[config.mk]
export PLATFORM = sky130hd
export DESIGN_NAME = frame_interval_meter
export DESIGN_NICKNAME = d
export VERILOG_FILES = /design/src/rtl/fim_pkg.sv /design/src/rtl/fim_ctrl.sv /design/src/rtl/fim_datapath.sv /design/src/rtl/frame_interval_meter.sv
export SDC_FILE = /design/constraint.sdc
export NUM_CORES = 2
export LEC_CHECK = 0
export BUFFER_PORTS_ARGS = -buffer_cell sky130_fd_sc_hd__buf_2
export CAP_MARGIN = 15
export CORE_MARGIN = 4
export CORE_UTILIZATION = 63
export DETAILED_ROUTE_END_ITERATION = 6
export PLACE_DENSITY_LB_ADDON = 0.15
export SYNTH_ARGS = -nofsm -noshare
export SYNTH_HDL_FRONTEND = slang
export SYNTH_SLANG_ARGS = --single-unit
export TNS_END_PERCENT = 10
[constraint.sdc]
create_clock -name clk -period 8.2 [get_ports clk]
set_input_delay 0.41 -clock clk [delete_from_list [all_inputs] [get_ports clk]]
set_output_delay 0.41 -clock clk [all_outputs]
set_load 0.1 [all_outputs]
[src/rtl/fim_pkg.sv]
// Package for the frame interval meter: request and result types, command
// codes, controller states and the commands and status between controller and datapath.
// No dependencies.
package fim_pkg;

  typedef enum logic [1:0] {
    CMD_TICK  = 2'd0,
    CMD_START = 2'd1,
    CMD_STOP  = 2'd2,
    CMD_RESET = 2'd3
  } fim_cmd_t;

  localparam int TS_W   = 48;
  localparam int IV_W   = 32;
  localparam int RATE_W = 16;
  localparam int WT_W   = 33;
  localparam int CFG_IDX_W = 1;

  localparam logic [CFG_IDX_W-1:0] REG_TICKS_PER_SECOND = 1'd0;
  localparam logic [CFG_IDX_W-1:0] REG_LOCK_INTERVAL    = 1'd1;

  localparam logic [IV_W-1:0] TPS_RESET  = 32'd10000000;
  localparam logic [IV_W-1:0] LOCK_RESET = 32'd0;

  typedef struct packed {
    fim_cmd_t        command;
    logic [TS_W-1:0] timestamp;
  } fim_in_t;

  typedef struct packed {
    logic [IV_W-1:0]   average_ticks;
    logic [RATE_W-1:0] frame_rate;
    logic [TS_W-1:0]   total_ticks;
    logic              is_stopped;
    logic              waiting;
  } fim_out_t;

  typedef enum logic [3:0] {
    ST_IDLE,
    ST_EXEC,
    ST_CHECK,
    ST_PUSH,
    ST_DIV_START,
    ST_DIV,
    ST_PAUSE,
    ST_ELAPSED,
    ST_OUT
  } fim_state_t;

  typedef struct packed {
    logic load;
    logic exec;
    logic check;
    logic push;
    logic div_start;
    logic div_run;
    logic pause;
    logic elapsed;
    logic out_load;
  } fim_ctl_t;

  typedef struct packed {
    fim_cmd_t cmd;
    logic     stopped;
    logic     wait_hit;
    logic     count_zero;
    logic     div_done;
  } fim_sts_t;

endpackage

[src/rtl/fim_ctrl.sv]
// Controller state machine for the frame interval meter.
// Depends on fim_pkg; drives the datapath commands and both handshakes.
module fim_ctrl (
  input  logic              clk,
  input  logic              rst_n,
  input  logic              in_valid,
  output logic              in_ready,
  output logic              out_valid,
  input  logic              out_ready,
  input  fim_pkg::fim_sts_t sts,
  output fim_pkg::fim_ctl_t ctl
);
  import fim_pkg::*;

  fim_state_t state_r, state_nxt;
  logic       out_valid_r, out_valid_nxt;
  logic       out_free;

  assign out_free  = !out_valid_r || out_ready;
  assign in_ready  = (state_r == ST_IDLE);
  assign out_valid = out_valid_r;

  always_comb begin
    state_nxt = state_r;
    case (state_r)
      ST_IDLE: begin
        if (in_valid) state_nxt = ST_EXEC;
      end
      ST_EXEC: begin
        case (sts.cmd)
          CMD_TICK:  state_nxt = sts.stopped ? ST_ELAPSED : ST_CHECK;
          CMD_START: state_nxt = ST_PAUSE;
          default:   state_nxt = ST_ELAPSED;
        endcase
      end
      ST_CHECK:     state_nxt = sts.wait_hit ? ST_ELAPSED : ST_PUSH;
      ST_PUSH:      state_nxt = ST_DIV_START;
      ST_DIV_START: state_nxt = sts.count_zero ? ST_ELAPSED : ST_DIV;
      ST_DIV: begin
        if (sts.div_done) state_nxt = ST_ELAPSED;
      end
      ST_PAUSE:     state_nxt = ST_ELAPSED;
      ST_ELAPSED:   state_nxt = ST_OUT;
      ST_OUT: begin
        if (out_free) state_nxt = ST_IDLE;
      end
      default:      state_nxt = ST_IDLE;
    endcase
  end

  always_comb begin
    ctl           = '0;
    ctl.load      = (state_r == ST_IDLE) && in_valid;
    ctl.exec      = (state_r == ST_EXEC);
    ctl.check     = (state_r == ST_CHECK);
    ctl.push      = (state_r == ST_PUSH);
    ctl.div_start = (state_r == ST_DIV_START);
    ctl.div_run   = (state_r == ST_DIV);
    ctl.pause     = (state_r == ST_PAUSE);
    ctl.elapsed   = (state_r == ST_ELAPSED);
    ctl.out_load  = (state_r == ST_OUT) && out_free;
  end

  always_comb begin
    out_valid_nxt = out_valid_r;
    if (out_valid_r && out_ready) out_valid_nxt = 1'b0;
    if (ctl.out_load) out_valid_nxt = 1'b1;
  end

  always_ff @(posedge clk) begin
    if (!rst_n) begin
      state_r     <= ST_IDLE;
      out_valid_r <= 1'b0;
    end else begin
      state_r     <= state_nxt;
      out_valid_r <= out_valid_nxt;
    end
  end

endmodule

[src/rtl/fim_datapath.sv]
// Datapath for the frame interval meter: timer state, interval history memory,
// running sum, bit-serial divider, configuration and result registers. Depends on fim_pkg.
module fim_datapath #(
  parameter int HISTORY_DEPTH = 64
) (
  input  logic                               clk,
  input  logic                               rst_n,
  input  fim_pkg::fim_in_t                   in_req,
  input  logic                               cfg_valid,
  input  logic [fim_pkg::CFG_IDX_W-1:0]      cfg_index,
  input  logic [fim_pkg::IV_W-1:0]           cfg_data,
  input  fim_pkg::fim_ctl_t                  ctl,
  output fim_pkg::fim_sts_t                  sts,
  output fim_pkg::fim_out_t                  out_rsp
);
  import fim_pkg::*;

  localparam int PTR_W = (HISTORY_DEPTH > 1) ? $clog2(HISTORY_DEPTH) : 1;
  localparam int CNT_W = $clog2(HISTORY_DEPTH + 1);
  localparam int SUM_W = IV_W + $clog2(HISTORY_DEPTH);
  localparam int REM_W = CNT_W + 1;
  localparam int DC_W  = $clog2(SUM_W + 1);

  logic [IV_W-1:0]   tps_r, lock_r;
  fim_cmd_t          cmd_r;
  logic [TS_W-1:0]   ts_r, tmp_r, elapsed_r;
  logic [TS_W-1:0]   last_r, current_r, base_r, stop_r, paused_r;
  logic              stopped_r, waiting_r, push_r;
  logic [IV_W-1:0]   iv_r, prev_avg_r, rd_data_r;
  logic [SUM_W-1:0]  sum_r;
  logic [CNT_W-1:0]  count_r;
  logic [PTR_W-1:0]  wr_ptr_r;
  logic [RATE_W-1:0] frames_r, rate_r;
  logic [WT_W-1:0]   wticks_r;
  logic [SUM_W-1:0]  quot_r;
  logic [REM_W-1:0]  rem_r;
  logic [DC_W-1:0]   div_cnt_r;
  fim_out_t          out_r;

  logic [IV_W-1:0]   hist_mem [HISTORY_DEPTH];

  logic [IV_W-1:0]   iv;
  logic              wait_hit;
  logic [IV_W-1:0]   diff;
  logic [WT_W-1:0]   wt_sum;
  logic [RATE_W-1:0] frames_inc;
  logic              full;
  logic [SUM_W-1:0]  sum_nxt;
  logic [REM_W-1:0]  rem_sh;
  logic [TS_W-1:0]   ref_stamp;
  logic [TS_W-1:0]   total;

  assign iv       = (|tmp_r[TS_W-1:IV_W]) ? '1 : tmp_r[IV_W-1:0];
  assign wait_hit = (lock_r != '0) && (iv < lock_r);
  assign diff     = (iv >= prev_avg_r) ? (iv - prev_avg_r) : (prev_avg_r - iv);
  assign wt_sum   = wticks_r + WT_W'(iv);
  assign frames_inc = (frames_r != '1) ? (frames_r + RATE_W'(1)) : frames_r;
  assign full     = (count_r == CNT_W'(HISTORY_DEPTH));
  assign sum_nxt  = sum_r + SUM_W'(iv_r) - (full ? SUM_W'(rd_data_r) : '0);
  assign rem_sh   = {rem_r[REM_W-2:0], quot_r[SUM_W-1]};
  assign ref_stamp = stopped_r ? stop_r : current_r;
  assign total    = (elapsed_r >= paused_r) ? (elapsed_r - paused_r) : '0;

  assign sts.cmd        = cmd_r;
  assign sts.stopped    = stopped_r;
  assign sts.wait_hit   = wait_hit;
  assign sts.count_zero = (count_r == '0);
  assign sts.div_done   = (div_cnt_r == '0);
  assign out_rsp        = out_r;

  always_ff @(posedge clk) begin
    if (!rst_n) begin
      tps_r  <= TPS_RESET;
      lock_r <= LOCK_RESET;
    end else if (cfg_valid) begin
      case (cfg_index)
        REG_TICKS_PER_SECOND: tps_r  <= cfg_data;
        REG_LOCK_INTERVAL:    lock_r <= cfg_data;
        default: ;
      endcase
    end
  end

  always_ff @(posedge clk) begin
    if (ctl.check) rd_data_r <= hist_mem[wr_ptr_r];
    if (ctl.push && push_r) hist_mem[wr_ptr_r] <= iv_r;
  end

  always_ff @(posedge clk) begin
    if (ctl.load) begin
      cmd_r <= in_req.command;
      ts_r  <= in_req.timestamp;
    end
    if (ctl.check) iv_r <= iv;
    if (ctl.elapsed) elapsed_r <= ref_stamp - base_r;
    if (ctl.exec) begin
      if (cmd_r == CMD_START && stopped_r) tmp_r <= ts_r - stop_r;
      else if (cmd_r == CMD_START) tmp_r <= '0;
      else tmp_r <= ts_r - last_r;
    end
    if (ctl.div_start) begin
      quot_r    <= sum_r;
      rem_r     <= '0;
      div_cnt_r <= DC_W'(SUM_W);
    end else if (ctl.div_run && div_cnt_r != '0) begin
      if (rem_sh >= REM_W'(count_r)) begin
        rem_r  <= rem_sh - REM_W'(count_r);
        quot_r <= {quot_r[SUM_W-2:0], 1'b1};
      end else begin
        rem_r  <= rem_sh;
        quot_r <= {quot_r[SUM_W-2:0], 1'b0};
      end
      div_cnt_r <= div_cnt_r - DC_W'(1);
    end
    if (ctl.out_load) begin
      out_r.average_ticks <= stopped_r ? '0 : prev_avg_r;
      out_r.frame_rate    <= rate_r;
      out_r.total_ticks   <= total;
      out_r.is_stopped    <= stopped_r;
      out_r.waiting       <= waiting_r;
    end
  end

  always_ff @(posedge clk) begin
    if (!rst_n) begin
      last_r     <= '0;
      current_r  <= '0;
      base_r     <= '0;
      stop_r     <= '0;
      paused_r   <= '0;
      stopped_r  <= 1'b0;
      waiting_r  <= 1'b0;
      push_r     <= 1'b0;
      prev_avg_r <= '0;
      sum_r      <= '0;
      count_r    <= '0;
      wr_ptr_r   <= '0;
      frames_r   <= '0;
      rate_r     <= '0;
      wticks_r   <= '0;
    end else begin
      if (ctl.load) waiting_r <= 1'b0;
      if (ctl.exec) begin
        case (cmd_r)
          CMD_TICK: begin
            if (stopped_r) prev_avg_r <= '0;
          end
          CMD_START: begin
            if (stopped_r) begin
              last_r    <= ts_r;
              stop_r    <= '0;
              stopped_r <= 1'b0;
            end
          end
          CMD_STOP: begin
            if (!stopped_r) begin
              stop_r    <= ts_r;
              stopped_r <= 1'b1;
            end
          end
          CMD_RESET: begin
            base_r    <= ts_r;
            last_r    <= ts_r;
            current_r <= ts_r;
            stop_r    <= '0;
            paused_r  <= '0;
            stopped_r <= 1'b0;
          end
          default: ;
        endcase
      end
      if (ctl.pause) paused_r <= paused_r + tmp_r;
      if (ctl.check) begin
        if (wait_hit) begin
          waiting_r <= 1'b1;
        end else begin
          last_r    <= ts_r;
          current_r <= ts_r;
          push_r    <= (diff < tps_r);
          if (wt_sum > WT_W'(tps_r)) begin
            rate_r   <= frames_inc;
            frames_r <= '0;
            wticks_r <= '0;
          end else begin
            frames_r <= frames_inc;
            wticks_r <= wt_sum;
          end
        end
      end
      if (ctl.push && push_r) begin
        sum_r <= sum_nxt;
        if (!full) count_r <= count_r + CNT_W'(1);
        if (wr_ptr_r == PTR_W'(HISTORY_DEPTH - 1)) wr_ptr_r <= '0;
        else wr_ptr_r <= wr_ptr_r + PTR_W'(1);
      end
      if (ctl.div_start && count_r == '0) prev_avg_r <= '0;
      if (ctl.div_run && div_cnt_r == '0) prev_avg_r <= quot_r[IV_W-1:0];
    end
  end

endmodule

[src/rtl/frame_interval_meter.sv]
// Frame interval meter: a tick that updates the average passes exec, check, push, divider
// start, the bit-serial divider steps, elapsed and output. Start ticks pause after exec;
// stop, reset and stopped ticks go from exec to elapsed, waiting ticks after check and an
// empty history after divider start. One request is in work at a time and the next is taken
// the cycle after the result loads. Synchronous active-low reset clears the timer state and
// restores the default register values. Depends on fim_pkg, fim_ctrl and fim_datapath.
module frame_interval_meter #(
  parameter int HISTORY_DEPTH = 64
) (
  input  logic                          clk,
  input  logic                          rst_n,
  input  logic                          in_valid,
  output logic                          in_ready,
  input  fim_pkg::fim_in_t              in_req,
  output logic                          out_valid,
  input  logic                          out_ready,
  output fim_pkg::fim_out_t             out_rsp,
  input  logic                          cfg_valid,
  output logic                          cfg_ready,
  input  logic [fim_pkg::CFG_IDX_W-1:0] cfg_index,
  input  logic [fim_pkg::IV_W-1:0]      cfg_data
);
  import fim_pkg::*;

  fim_ctl_t ctl;
  fim_sts_t sts;

  assign cfg_ready = 1'b1;

  fim_ctrl u_ctrl (
    .clk       (clk),
    .rst_n     (rst_n),
    .in_valid  (in_valid),
    .in_ready  (in_ready),
    .out_valid (out_valid),
    .out_ready (out_ready),
    .sts       (sts),
    .ctl       (ctl)
  );

  fim_datapath #(
    .HISTORY_DEPTH (HISTORY_DEPTH)
  ) u_datapath (
    .clk       (clk),
    .rst_n     (rst_n),
    .in_req    (in_req),
    .cfg_valid (cfg_valid && cfg_ready),
    .cfg_index (cfg_index),
    .cfg_data  (cfg_data),
    .ctl       (ctl),
    .sts       (sts),
    .out_rsp   (out_rsp)
  );

endmodule
==> flow_metrics.env <==
export IMPL_worstSetupEndpoint="u_datapath.rate_r[12]"
export IMPL_gp_congestion=0.948
export IMPL_fill_cells=13389
export IMPL_grtUsageMet1_pct=47.8
export IMPL_drv_cap=1
export IMPL_fin_tns_setup_ns=0
export IMPL_netSwitchingPower_w=0.0108
export IMPL_drc=2
export IMPL_cts_resized_gates=0
export IMPL_synth_fp_nets=10502
export IMPL_synth_main_ff_cell="edfxtp_1"
export IMPL_synth_edf_count=2394
export IMPL_p_leak_nw=48.4
export IMPL_drt_iter0_drc=11210
export IMPL_synthArstFlopShare_pct=0
export IMPL_die_y_um=457
export IMPL_maxSlewHeadroom_pct=-0.556
export IMPL_clk_latency_ns=0.95
export IMPL_start_util_pct=63.5
export IMPL_ctsLongestPathBuffers=4
export IMPL_pwr_share_comb_pct=21.2
export IMPL_grt_pass1_wl_mm=556
export IMPL_tightest_slew_ns=1.49
export IMPL_ant_nets=0
export IMPL_seqPwrFrac_pct=43.8
export IMPL_dp_hpwl_mm=235
export IMPL_grt_max_degree=218
export IMPL_clock_root_buffer="clkbuf_16"
export IMPL_fin_cells=13051
export IMPL_timing_hold_ws_ns=0.0914
export IMPL_wl_mm=381
export IMPL_rr_worst_depth=27
export IMPL_grt_usage_pct=35.6
export IMPL_yosys_area_top_type="edfxtp_1"
export IMPL_use_met3_pct=5.89
export IMPL_grt_overflow=0
export IMPL_power_w=0.0380
export IMPL_min_path_type="primary input to register"
export IMPL_die_area_mm2=0.209
export IMPL_die_width_um=457
export IMPL_synth_commonest_cells="2394 x edfxtp_1, 729 x nand2_1, 658 x a22oi_1"
export IMPL_violations="DRC, capacitance limit, slew limit"
export IMPL_cp_arrival_ns=8.19
export IMPL_r2r_slack_ns=0.78
export IMPL_vias=87441
export IMPL_dp_cells=12428
export IMPL_ir_drop_uv=536
export IMPL_synth_seq_area_share_pct=64.1
export IMPL_r2r_end="u_datapath.rate_r[12]"
export IMPL_fin_skew_ns=0.0696
export IMPL_core_area_mm2=0.200
export IMPL_cp_required_ns=8.97
export IMPL_crit_type="register to register"
export IMPL_setup_viol_count_final=0
export IMPL_yosysTopAreaCellShare_pct=56.6
export IMPL_end_kind="register"
export IMPL_portBuffers=187
export IMPL_fin_crit_ns=7.42
export IMPL_cp_max_fo=33
export IMPL_r2r_start="u_datapath.tmp_r[43]"
export IMPL_synth_most_common_cell="edfxtp_1"
export IMPL_hold_path_startpoint="rst_n"
export IMPL_drt_first_pass_iters=7
export IMPL_yosys_warnings=0
export IMPL_outcome="complete, but fails checks"
export IMPL_syn_to_final_growth_pct=11.9
export IMPL_power_density_mw_per_mm2=268
export IMPL_final_util_pct=71.1
export IMPL_via_per_inst=6.70
export IMPL_yosys_top_cells_area="edfxtp_1 57%, dfxtp_1 7.5%, ha_1 4.7%, a22oi_1 3.9%, nand2_1 2.2%"
export IMPL_synth_area_per_cell_um2=12.8
export IMPL_wire_per_inst_um=29.2
export IMPL_syn_area_mm2=0.127
export IMPL_p_int_w=0.0272
export IMPL_start_kind="register"
export IMPL_antenna_found_initial=10
export IMPL_fmax_mhz=135
export IMPL_p_clk_share_pct=35.1
export IMPL_grt_pass1_vias=84828
export IMPL_p_sw_share_pct=28.5
export IMPL_finalCritPeriodShare_pct=90.5
export IMPL_startpoint="u_datapath.tmp_r[43]"
export IMPL_clk_pin_slew_ns=0.06
export IMPL_cts_sinks=2867
export IMPL_cts_tree="done"
export IMPL_htree_levels=5
export IMPL_ys_ff_latch=2867
export IMPL_drive_above_1_share_pct=10.3
export IMPL_cts_made_buffers=307
export IMPL_io_pins=189
export IMPL_hold_viol=0
export IMPL_busiest_layer="met2"
export IMPL_synth_cell_types=103
export IMPL_met2_usage_pct=55.4
export IMPL_drv_slew=1
export IMPL_rsz0062_at_grt="false"
export IMPL_fin_nets=10772
export IMPL_rows=164
export IMPL_synthCells=9897
==> power by group through the flow <==
| stage | Combinational, W | Sequential [W] | Clock [W] |
|---|---|---|---|
| final | 0.00805 | 0.0166 | 0.0133 |
| after global routing | 0.00712 | 0.0167 | 0.0140 |
| after CTS | 0.00796 | 0.0166 | 0.0134 |
| after detailed placement | 0.00787 | 0.0169 | 0 |
| after global placement | 0.00778 | 0.0169 | 0 |
| after floorplan | 0.00586 | 0.0167 | 0 |
==> cell type report <==
| type | count | area [um^2] | area share [%] |
|---|---|---|---|
| sequential | 2867 | 81400 | 57.2 |
| multi-input combinational | 5967 | 42300 | 29.8 |
| clock buffer | 411 | 8560 | 6.02 |
| timing repair buffer | 479 | 3530 | 2.48 |
| tap | 2656 | 3320 | 2.34 |
| inverter | 545 | 2050 | 1.44 |
| clock inverter | 124 | 1010 | 0.709 |
| antenna | 2 | 5.00 | 0.00352 |
==> metrics by stage <==
| step | area (um^2) | setup slack [ns] |
|---|---|---|
| detailed placement | 132000 | 0.850 |
| global placement | 132000 | 0.767 |
| finish | 142000 | 0.778 |
| floorplan | 127000 | 1.59 |
| global route | 142000 | 0.334 |
| CTS | 142000 | 0.734 |
==> worst min-delay path by stage <==
stage / endpoint / cells after the start / slack, ns
after global routing: u_datapath.current_r[38] / 2 / 0.08
after floorplan: u_datapath.out_rsp[52] / 0 / 0.40
final: u_datapath.paused_r[31] / 2 / 0.09
after CTS: u_datapath.base_r[46] / 2 / 0.04
after global placement: u_datapath.out_rsp[58] / 0 / 0.42
after detailed placement: u_datapath.out_rsp[50] / 0 / 0.42
==> cell usage in the layout (no fill, tap or decap), types with 46 or more instances in the layout <==
cell / instances
a31oi_1: 229
edfxtp_1: 2394
a21boi_0: 268
ha_1: 476
dfxtp_1: 472
o21a_1: 46
xor2_1: 141
nand2b_1: 58
inv_1: 544
nor2_4: 68
a21oi_1: 409
mux2_2: 47
mux2i_1: 73
and2_1: 107
o21ai_0: 321
a22o_1: 207
clkbuf_16: 320
buf_4: 193
nand4_1: 130
nand2_1: 725
o22ai_1: 46
buf_2: 186
nor3_1: 63
nor2_1: 301
nor2b_1: 151
dlygate4sd3_1: 84
nand3_1: 226
a21o_1: 238
xnor2_1: 187
a221oi_1: 212
clkbuf_1: 70
a22oi_1: 658
o21bai_1: 49
==> cell families (layout without fill, tap and decap cells) <==
kind of cell / count (synthesis) / after routing / share of synthesized area [%]
simple gates: 2068 / 2068 / 7.84
flops: 2867 / 2867 / 64.1
fa+ha+maj: 517 / 517 / 5.34
xor+xnor: 328 / 328 / 2.26
compound gates: 2932 / 2932 / 16.3
buf+inv: 1063 / 1559 / 3.19
other cells: 1 / 3 / 0.00295
mux: 121 / 121 / 1.00
==> flip-flops by register name, summed over array words and instances, names as in the netlist, 16 cells and up <==
register               count
u_datapath.stop_r         48
u_datapath.tps_r          32
u_datapath.hist_mem     2048
u_datapath.iv_r           32
u_datapath.rate_r         16
u_datapath.elapsed_r      48
u_datapath.base_r         48
u_datapath.sum_r          38
u_datapath.wticks_r       33
u_datapath.lock_r         32
u_datapath.rd_data_r      32
u_datapath.frames_r       16
u_datapath.last_r         48
u_datapath.out_rsp        98
u_datapath.current_r      48
u_datapath.quot_r         38
u_datapath.tmp_r          48
u_datapath.paused_r       48
u_datapath.prev_avg_r     32
u_datapath.ts_r           48
==> critical path, stage by stage, from the launching register on <==
cell and delay [ns]:
edfxtp_1 0.41, nor4_1 0.39, nand4_1 0.44, buf_4 0.40
or2_2 0.38, ha_1 0.38, a21o_1 0.21, a221oi_1 0.31
buf_4 0.19, a21oi_1 0.06, a211oi_1 0.23, buf_4 0.17
o21ai_0 0.16, a211o_1 0.31, o211ai_1 0.18, o21bai_1 0.12
xor2_1 0.19, ha_1 0.32, nand2_1 0.06, nor2_1 0.16
nand3_1 0.16, a41o_1 0.27, a211oi_1 0.33, and4bb_2 0.30
or2_4 0.31, nor2_4 0.50, mux2i_1 0.28, nor2b_1 0.06
==> metal layers <==
metal / wire length [um] / vias to the layer above
li1: - / 38277
met1: 146000 / 43020
met2: 172000 / 5213
met3: 37200 / 923
met4: 26400 / 8
met5: 55 / -
==> what timing repair did <==
item / in CTS / in global routing
setup buffers: 0 / 0
hold buffers: 84 / 0
endpoints found under the setup margin: 0 / 0
endpoints found under the hold margin: 117 / 0
(Power assumes the default switching activity.)
